==> config.mk <==
export PLATFORM = sky130hd
export DESIGN_NAME = second_order_pdm_modulator_top
export DESIGN_NICKNAME = d
export VERILOG_FILES = /design/src/pdm2_pkg.sv /design/src/pdm2_ctrl.sv /design/src/pdm2_datapath.sv /design/src/second_order_pdm_modulator_top.sv
export SDC_FILE = /design/constraint.sdc
export NUM_CORES = 1
export LEC_CHECK = 0
export BUFFER_PORTS_ARGS = -buffer_cell sky130_fd_sc_hd__buf_2
export CAP_MARGIN = 20
export CORE_ASPECT_RATIO = 1.25
export CORE_MARGIN = 4
export CORE_UTILIZATION = 62
export DETAILED_ROUTE_END_ITERATION = 12
export PLACE_DENSITY = 0.82
export SYNTH_ARGS = -nofsm -noshare
export SYNTH_HDL_FRONTEND = slang
export SYNTH_HIERARCHICAL = 1
export SYNTH_SLANG_ARGS = --single-unit
==> constraint.sdc <==
create_clock -name clock -period 7.52 [get_ports clock]
set_input_delay 1.88 -clock clock [delete_from_list [all_inputs] [get_ports clock]]
set_output_delay 1.88 -clock clock [all_outputs]
set_load 0.01 [all_outputs]
==> src/pdm2_pkg.sv <==
// Shared package for the second-order PDM modulator.
// Holds the fixed field widths, loop constants and the controller command struct.
// No dependencies.
`default_nettype none
package pdm2_pkg;

   localparam int WORDS_PER_SAMPLE = 8;
   localparam int BITS_PER_WORD    = 32;

   localparam int SAMPLE_W     = 32;
   localparam int THRESH_W     = 15;
   localparam int TARGET_W     = 16;
   localparam int INTEG_W      = 32;
   localparam int OUT_WORD_W   = 32;
   localparam int SHIFT_AMOUNT = 14;
   localparam int CLIP_W       = SAMPLE_W - SHIFT_AMOUNT;

   localparam int TARGET_OFFSET = 32768;
   localparam logic [INTEG_W-1:0]  FEEDBACK_HIGH = 32'd65535;
   localparam logic [THRESH_W-1:0] THRESH_RESET  = 15'd26214;

   typedef struct packed {
      logic load;
      logic step;
      logic emit;
      logic last;
   } cmd_type;

endpackage
`default_nettype wire

==> src/pdm2_ctrl.sv <==
// Controller for the second-order PDM modulator.
// Sequences bit steps and word emits, owns the response valid flag; uses pdm2_pkg.
`default_nettype none
module pdm2_ctrl #(
   parameter int WORDS_PER_SAMPLE = pdm2_pkg::WORDS_PER_SAMPLE,
   parameter int BITS_PER_WORD    = pdm2_pkg::BITS_PER_WORD
) (
   input  wire               clock,
   input  wire               reset,
   input  wire               req_valid,
   output logic              req_stall,
   output logic              rsp_valid,
   input  wire               rsp_stall,
   output pdm2_pkg::cmd_type cmd
);

   localparam int BIT_CNT_W  = (BITS_PER_WORD > 1) ? $clog2(BITS_PER_WORD) : 1;
   localparam int WORD_CNT_W = (WORDS_PER_SAMPLE > 1) ? $clog2(WORDS_PER_SAMPLE) : 1;
   localparam logic [BIT_CNT_W-1:0]  LAST_BIT  = BIT_CNT_W'(BITS_PER_WORD - 1);
   localparam logic [WORD_CNT_W-1:0] LAST_WORD = WORD_CNT_W'(WORDS_PER_SAMPLE - 1);
   localparam logic [BIT_CNT_W-1:0]  BIT_ONE   = BIT_CNT_W'(1);
   localparam logic [WORD_CNT_W-1:0] WORD_ONE  = WORD_CNT_W'(1);

   typedef enum logic {IDLE, RUN} state_type;

   state_type             state_ff, state_in;
   logic [BIT_CNT_W-1:0]  bit_cnt_ff, bit_cnt_in;
   logic [WORD_CNT_W-1:0] word_cnt_ff, word_cnt_in;
   logic                  rsp_valid_ff, rsp_valid_in;
   logic                  out_free;
   logic                  word_end;

   assign out_free  = !rsp_valid_ff || !rsp_stall;
   assign word_end  = (bit_cnt_ff == LAST_BIT);
   assign req_stall = (state_ff == RUN);
   assign rsp_valid = rsp_valid_ff;

   always_comb begin
      cmd          = '0;
      state_in     = state_ff;
      bit_cnt_in   = bit_cnt_ff;
      word_cnt_in  = word_cnt_ff;
      rsp_valid_in = rsp_valid_ff && rsp_stall;
      unique case (state_ff)
         IDLE: begin
            if (req_valid) begin
               cmd.load    = 1'b1;
               bit_cnt_in  = '0;
               word_cnt_in = '0;
               state_in    = RUN;
            end
         end
         RUN: begin
            if (!word_end || out_free) begin
               cmd.step   = 1'b1;
               bit_cnt_in = bit_cnt_ff + BIT_ONE;
               if (word_end) begin
                  cmd.emit     = 1'b1;
                  cmd.last     = (word_cnt_ff == LAST_WORD);
                  rsp_valid_in = 1'b1;
                  bit_cnt_in   = '0;
                  word_cnt_in  = word_cnt_ff + WORD_ONE;
                  if (word_cnt_ff == LAST_WORD) begin
                     state_in = IDLE;
                  end
               end
            end
         end
         default: state_in = IDLE;
      endcase
   end

   always_ff @(posedge clock) begin
      if (reset) begin
         state_ff     <= IDLE;
         bit_cnt_ff   <= '0;
         word_cnt_ff  <= '0;
         rsp_valid_ff <= 1'b0;
      end else begin
         state_ff     <= state_in;
         bit_cnt_ff   <= bit_cnt_in;
         word_cnt_ff  <= word_cnt_in;
         rsp_valid_ff <= rsp_valid_in;
      end
   end

endmodule
`default_nettype wire

==> src/pdm2_datapath.sv <==
// Datapath for the second-order PDM modulator: clip threshold, target,
// integrators, bit shift register and output word register; uses pdm2_pkg.
`default_nettype none
module pdm2_datapath #(
   parameter int BITS_PER_WORD = pdm2_pkg::BITS_PER_WORD
) (
   input  wire                                   clock,
   input  wire                                   reset,
   input  wire                                   csr_wr_en,
   input  wire  [pdm2_pkg::THRESH_W-1:0]         csr_wr_data,
   input  wire  signed [pdm2_pkg::SAMPLE_W-1:0]  req_sample,
   input  wire                                   req_reset_state,
   input  pdm2_pkg::cmd_type                     cmd,
   output logic [pdm2_pkg::OUT_WORD_W-1:0]       rsp_bit_word,
   output logic                                  rsp_last_word
);

   localparam int IW = pdm2_pkg::INTEG_W;
   localparam int CW = pdm2_pkg::CLIP_W;

   logic [pdm2_pkg::THRESH_W-1:0]   clip_ff;
   logic [pdm2_pkg::TARGET_W-1:0]   target_ff, target_in;
   logic [IW-1:0]                   fi_ff, fi_in;
   logic [IW-1:0]                   si_ff, si_in;
   logic [BITS_PER_WORD-1:0]        shift_ff, word_next;
   logic [pdm2_pkg::OUT_WORD_W-1:0] pdm_ff;
   logic                            last_ff;
   logic signed [CW-1:0]            sh_val, lim, v, v_off;
   logic                            pdm_bit;
   logic [IW-1:0]                   fb;

   always_comb begin
      sh_val = signed'(req_sample[pdm2_pkg::SAMPLE_W-1:pdm2_pkg::SHIFT_AMOUNT]);
      lim    = signed'(CW'(clip_ff));
      v      = req_reset_state ? '0 : sh_val;
      if (v > lim) begin
         v = lim;
      end else if (v < -lim) begin
         v = -lim;
      end
      v_off     = v + signed'(CW'(pdm2_pkg::TARGET_OFFSET));
      target_in = v_off[pdm2_pkg::TARGET_W-1:0];
   end

   always_comb begin
      pdm_bit   = !si_ff[IW-1];
      fb        = pdm_bit ? pdm2_pkg::FEEDBACK_HIGH : '0;
      fi_in     = fi_ff + IW'(target_ff) - fb;
      si_in     = si_ff + fi_in - fb;
      word_next = {shift_ff[BITS_PER_WORD-2:0], pdm_bit};
   end

   always_ff @(posedge clock) begin
      if (reset) begin
         clip_ff <= pdm2_pkg::THRESH_RESET;
      end else if (csr_wr_en) begin
         clip_ff <= csr_wr_data;
      end
   end

   always_ff @(posedge clock) begin
      if (reset) begin
         fi_ff <= '0;
         si_ff <= '0;
      end else if (cmd.load) begin
         if (req_reset_state) begin
            fi_ff <= '0;
            si_ff <= '0;
         end
      end else if (cmd.step) begin
         fi_ff <= fi_in;
         si_ff <= si_in;
      end
   end

   always_ff @(posedge clock) begin
      if (cmd.load) begin
         target_ff <= target_in;
      end
      if (cmd.step) begin
         shift_ff <= word_next;
      end
      if (cmd.emit) begin
         pdm_ff  <= pdm2_pkg::OUT_WORD_W'(word_next);
         last_ff <= cmd.last;
      end
   end

   assign rsp_bit_word  = pdm_ff;
   assign rsp_last_word = last_ff;

endmodule
`default_nettype wire

==> src/second_order_pdm_modulator_top.sv <==
// Top level of the second-order PDM modulator.
// Instantiates pdm2_ctrl and pdm2_datapath; uses pdm2_pkg.
`default_nettype none
// Each accepted sample is loaded and then run through WORDS_PER_SAMPLE *
// BITS_PER_WORD modulator bit steps through the two chained integrator
// adders, one bit step per cycle while no stalled word holds the loop. Words
// leave through a single output register; a stalled word holds the loop at
// the next word boundary. The next sample is taken as soon as the last bit
// step is done, while the last word may still wait in the output register.
module second_order_pdm_modulator_top #(
   parameter int WORDS_PER_SAMPLE = pdm2_pkg::WORDS_PER_SAMPLE,
   parameter int BITS_PER_WORD    = pdm2_pkg::BITS_PER_WORD
) (
   input  wire                                  clock,
   input  wire                                  reset,
   input  wire                                  csr_wr_en,
   input  wire  [pdm2_pkg::THRESH_W-1:0]        csr_wr_data,
   input  wire                                  req_valid,
   output logic                                 req_stall,
   input  wire  signed [pdm2_pkg::SAMPLE_W-1:0] req_sample,
   input  wire                                  req_reset_state,
   output logic                                 rsp_valid,
   input  wire                                  rsp_stall,
   output logic [pdm2_pkg::OUT_WORD_W-1:0]      rsp_bit_word,
   output logic                                 rsp_last_word
);

   pdm2_pkg::cmd_type cmd;

   pdm2_ctrl #(
      .WORDS_PER_SAMPLE(WORDS_PER_SAMPLE),
      .BITS_PER_WORD   (BITS_PER_WORD)
   ) u_ctrl (
      .clock    (clock),
      .reset    (reset),
      .req_valid(req_valid),
      .req_stall(req_stall),
      .rsp_valid(rsp_valid),
      .rsp_stall(rsp_stall),
      .cmd      (cmd)
   );

   pdm2_datapath #(
      .BITS_PER_WORD(BITS_PER_WORD)
   ) u_datapath (
      .clock          (clock),
      .reset          (reset),
      .csr_wr_en      (csr_wr_en),
      .csr_wr_data    (csr_wr_data),
      .req_sample     (req_sample),
      .req_reset_state(req_reset_state),
      .cmd            (cmd),
      .rsp_bit_word   (rsp_bit_word),
      .rsp_last_word  (rsp_last_word)
   );

`ifndef SYNTHESIS
   a_no_overwrite: assert property (@(posedge clock) disable iff (reset)
      cmd.emit |-> !(rsp_valid && rsp_stall))
      else $error("output word overwritten while stalled");

   a_load_xor_step: assert property (@(posedge clock) disable iff (reset)
      !(cmd.load && cmd.step))
      else $error("load and step in the same cycle");

   a_emit_valid: assert property (@(posedge clock) disable iff (reset)
      cmd.emit |=> rsp_valid)
      else $error("emitted word not presented");

   a_emit_is_step: assert property (@(posedge clock) disable iff (reset)
      (cmd.emit || cmd.last) |-> cmd.step && cmd.emit)
      else $error("emit without bit step");
`endif

endmodule
`default_nettype wire

Word-level counts from Yosys, hierarchy flattened:

Index checks and enable logic that the tools add are counted.

* bits in registers: 169
* bits in latches: 0
* RAM bits: 0
* memory bits (read-only): 0
* bits of input ports: 53
* output and inout port bits: 35
* logic and storage cells: 69
* memories: 0

* add/sub/neg operators: 8
* multipliers: 0
* div/mod/pow operators: 0
* order comparisons: 2
* eq/ne operators: 6
* shifts and indexed selects: 0
* muxes and demuxes: 29
* bitwise logic cells: 1
* reduce and logical (&&, ||, !) cells: 12

Operators by type and width (number)
* two-way mux 32 bit: 5
* subtractor 32 bit: 2
* two-way mux 16 bit: 3
* adder 32 x 16 -> 32 bit: 1
* adder 32 bit: 1
* > comparator 18 x 16 -> 1 bit: 1
* < comparator 18 bit: 1
* two-way mux 18 bit: 1
* negator 15 -> 18 bit: 1
* adder 16 bit, second input constant: 1
* two-way mux 3 bit: 5
* two-way mux 5 bit: 3
* one-hot mux 5 bit (2 select lines): 1
* two-way mux 1 bit: 8
* inequality test 2 bit, second input constant: 4
* one-hot mux 3 bit (2 select lines): 1
* AND reduction 3 bit: 2
* adder 5 x 1 -> 5 bit, second input constant: 1
* == test 5 bit, second input constant: 1
* zero test 1 bit: 4
* AND reduction 2 bit: 2
* adder 3 x 1 -> 3 bit, second input constant: 1
* == test 3 bit, second input constant: 1
* logical OR 1 bit: 2
* 5 further kinds: 5

Longest topological paths before layout:

* depth after elaboration: 7
* depth in mapped cells: 28
* mapped depth without buffers: 28

Modules after synthesis:

The synthesis kept the hierarchy.

Modules (own cells, without submodules)
* pdm2_datapath: instances 1, cells an instance 1199, area each 10969.3 um^2, sequential area each 3983.8 um^2
* pdm2_ctrl: instances 1, cells an instance 60, area each 538.0 um^2, sequential area each 200.2 um^2

Worst setup path before layout:

Ideal clock, no wire load.

* path kind: register to register
* from: reg u_datapath.si_ff[31]
* to: reg u_datapath.si_ff[28]
* setup time: 0.125 ns
* data arrival time: 5.812 ns
* slack: 1.583 ns
* stages on the path, launching flop included: 28
* buffers on the path: 0
* path through: dfxtp_1 -> inv_1 -> ha_1 -> inv_1 -> ha_1 -> inv_1 -> fa_1 -> nor2b_1 -> o21a_1 -> o21ai_1 -> a211oi_1 -> or2_1 -> o21a_1 -> nor2_1 -> xnor2_1 -> fa_1 -> inv_1 -> ha_1 -> a21o_1 -> a21o_1 -> o2111ai_1 -> o211a_1 -> o31a_1 -> nor3b_4 -> o31ai_4 -> a211oi_2 -> mux2i_1 -> o21bai_1

* cells in the longest elaborated chain, start to end: 6

Ends and longest elaborated chain
* start, declared: RTL line pdm2_datapath.sv:24 `logic [IW-1:0] si_ff, si_in;`
* start signal, assigned: RTL line pdm2_datapath.sv:72 `si_ff <= si_in;`
* two-way mux 16 bit *: RTL line pdm2_datapath.sv:47 `fb = pdm_bit ? pdm2_pkg::FEEDBACK_HIGH : '0;`
* subtractor 32 bit: RTL line pdm2_datapath.sv:48 `fi_in = fi_ff + IW'(target_ff) - fb;`
* adder 32 bit: RTL line pdm2_datapath.sv:49 `si_in = si_ff + fi_in - fb;`
* subtractor 32 bit *: RTL line pdm2_datapath.sv:49
* two-way mux 32 bit *: RTL line pdm2_datapath.sv:70 `end else if (cmd.step) begin`
* two-way mux 32 bit *: RTL line pdm2_datapath.sv:65 `end else if (cmd.load) begin`

Every way passes the cells marked *; elsewhere a longest branch is shown, timed or not. The select of a mux whose other input is x is not followed.
A chain may end at the register's enable or synchronous reset.

Worst setup path in the final report:

* from: reg u_datapath.si_ff[31]
* to: reg u_datapath.si_ff[29]

The elaborated chain is that of the path after synthesis.

==> results.md <==
- Outcome: finished, final reports clean
- PortBufs: 73
- Top FF cell, synth: dfxtp_1
- Measured slew at the worst slew-check pin: 1.083 ns
- Slew Limit Fails: 0
- Die Span X: 129.9 µm
- FFs w/ async S/R, synth: 0%
- Area delta synth->final: 10.29%
- Peak per-stage delay on the critical path: 0.50 ns
- Avg Inst Size Synth: 9.140 µm²
- Initial DRT Pass Iterations: 5
- FF-to-FF Start: u_datapath/si_ff[31]
- Ant. Diodes: 0
- Worst skew pair latency: 0.43 ns
- Crit path kind: reg2reg
- DR vias: 9,027
- Starting Density: 63.34%
- Num ports: 88
- Drt via density: 5.779
- Most common cell type on the critical path: inv_1
- Die Area: 0.02082 mm²
- CP Data Required Time: 7.77 ns
- Number of synthesized flops with an enable pin: 80
- Gr usage total: 24.56%
- Global-route met2 utilization: 43.10%
- Final TNS setup: 0 ns
- Crit path launch type: register
- Seq cells post-synth: 169
- Reg clk slew, reported paths: 0.07 ns
- Reg-to-Reg End: u_datapath/si_ff[29]
- Row cnt: 55
- Flop-to-flop setup slack: 1.19 ns
- Yosys warning count: 6
- Buf/Inv on CP: 6
- Cts repair resizes: 0
- CP Launch Point: u_datapath/si_ff[31]
- Area of the mapped netlist: 0.01151 mm²
- Hold Path End: u_datapath/rsp_bit_word[31]
- Ranking of synthesized cells by area: edfxtp_1 21%, dfxtp_1 15%, ha_1 13%, fa_1 5.6%, inv_1 4.9%
- Syn Inst Count: 1,259
- Post-synthesis sequential area ratio: 36.36%
- Synth unique cells: 72
- FF-to-FF path depth: 29
- Power density cells: 518.7 mW/mm²
- Cts bufs inserted: 17
- Slew Limit Headroom: 27.60%
- Commonest non-fill, non-tap cell in the layout: inv_1
- F_max: 157.9 MHz
- Dpl hpwl: 18.05 mm
- Die Y: 160.3 µm
- # nets final: 1,523
- First-pass GRT wire length: 41.77 mm
- DRT iter0 DRCs: 445
- Leading area contributor after synthesis: edfxtp_1
- Met1 usage in global routing: 29.68%
- Clock skew: 0.01506 ns
- Antenna violations before repair: 0
- Lkg Pwr: 5.602 nW
- Syn_nets: 1,461
- Grt ovf: 0
- Final min period: 6.333 ns
- Crit-path leading delay family: compound AO/OA/AOI/OAI gates
- CTS Sinks: 169
- Final WL: 24.69 mm
- Slowest stage cell, crit path: fa_1
- Crit path max fanout: 20
- Total of max-cap violations: 0
- Largest net degree at the start of global routing: 43
- Setup Fix Bufs, Post-CTS: 0
- WL/cell: 15.81 µm
- Share of cells above drive strength 1: 10.27%
- GR peak layer: met2
- RD Place Congestion: 0.9298
- Most frequent cells in the layout: 149 x inv_1, 117 x ha_1, 103 x nand2_1, 100 x a21oi_1, 89 x dfxtp_1
- Critical path capture point type: register
- # hold bufs at CTS: 0
- Final setup margin: 1.187 ns
- Min-Delay Startpoint: u_datapath/shift_ff[30]
- Hold Path Class: reg2reg
- CORE AREA: 0.01817 mm²
- DRC Markers: 0
- Hold Crit Depth: 0
- H-tree level count: 4
- Final hold viol count: 0
- Maximum vdd drop: 0.4022 mV
- Final antenna-violating net count: 0
- Met3 Use GR: 3.925%
- Final Cycle Share: 84.21%
- Place WS: 1.265 ns
- RSZ-0062 raised after global routing: false
- CTS tree: yes
- Top cell type's share of synthesized area: 20.88%
- CTS Buffer Depth: 2
- Setup violators final: 0
- Vias in the first global route: 9,080
- Root Driver: clkbuf_16
- CP arrival: 6.58 ns
## flip-flops by register name, summed over array words and instances, names as in the netlist, 3 cells and up
name and count:
u_datapath/shift_ff 31, u_ctrl/word_cnt_ff 3, u_datapath/fi_ff 32, u_datapath/target_ff 16, u_datapath/clip_ff 15, u_datapath/si_ff 32, u_ctrl/bit_cnt_ff 5, u_datapath/rsp_bit_word 32
## metrics by stage
step                cell area, µm²  cells  hold slack [ns]  power, mW  utilization [%]
finish                       12690   1562           0.4274      6.582            69.86
global route                 12690   1562           0.4352      7.287            69.86
CTS                          12660   1561           0.4329      6.592            69.70
detailed placement           12060   1529           0.4164      5.653            66.40
global placement             12060   1529           0.4049      5.541            66.40
floorplan                    11510   1259           0.4003      4.814                -
## where the power goes
part	internal (mW)	leakage (nW)	switching [mW]
Sequential	1.09	1.47	0.0773
Clock	0.464	0.293	0.408
Combinational	1.91	3.84	2.63
Total	3.47	5.60	3.11
## final cells by class
class | instances | area, µm²
clock buffers | 19 | 454.2
clock inverters | 13 | 146.4
fillers | 1443 | 5477
inverters | 149 | 559.3
multi-input cells | 901 | 6601
flip-flops and latches | 169 | 4184
well taps | 228 | 285.3
repair buffers | 83 | 460.4
## worst reg2reg max path: cells and delay by family (launching register included)
kind | cells | cell delay (ns)
adder cells (fa/ha/maj) | 5 | 1.79
flip-flops | 1 | 0.31
AO/OA/AOI/OAI | 11 | 2.20
AND/OR/NAND/NOR | 5 | 0.74
XOR/XNOR | 2 | 0.31
buffers and inverters | 6 | 0.81
## cells in the mapped netlist (5+ instances only)
master and number:
inv_1 149, ha_1 117, nand2_1 103, a21oi_1 101
dfxtp_1 89, nor2_1 81, edfxtp_1 80, o21ai_0 72
xnor2_1 43, a21o_1 36, clkbuf_1 35, fa_1 32
nor2b_1 25, nand3_1 24, nand2b_1 20, xor2_1 20
nor3_1 19, o211ai_1 17, nand4_1 14, a22oi_1 12
and2_1 12, a211oi_1 11, o21ai_1 11, mux2i_1 10
o21bai_1 10, a31oi_1 9, o221ai_1 9, o21a_1 8
nand3b_1 7, o31ai_1 7, nor4_1 6, and3_1 5
or3_1 5
## how the worst max path moves through the flow
stage / end / slack [ns] / cells after the start
6_report: u_datapath/si_ff[29] / 1.19 / 29
5_1_grt: u_datapath/si_ff[29] / 0.68 / 29
4_1_cts: u_datapath/si_ff[29] / 1.21 / 29
3_5_place_dp: u_datapath/si_ff[29] / 1.27 / 29
3_3_place_gp: u_datapath/si_ff[29] / 1.42 / 29
2_1_floorplan: u_datapath/si_ff[28] / 1.58 / 27
## logic make-up (layout without fill, tap and decap cells)
group / Yosys count / after routing / share of synthesized area, %
flops: 169 / 169 / 36.36
compound gates: 338 / 338 / 18.82
xor+xnor: 64 / 64 / 4.936
simple gates: 340 / 340 / 14.42
fa+ha+maj: 149 / 149 / 18.29
buf+inv: 189 / 264 / 6.306
mux: 10 / 10 / 0.8699
## layer usage
layer,share of wire [%],vias to the layer above
met2,51,188
met4,3.5,0
met1,41,4244
met3,3.6,49
li1,-,4546
met5,0,-
Note: power is estimated with default switching activity, not from simulation.
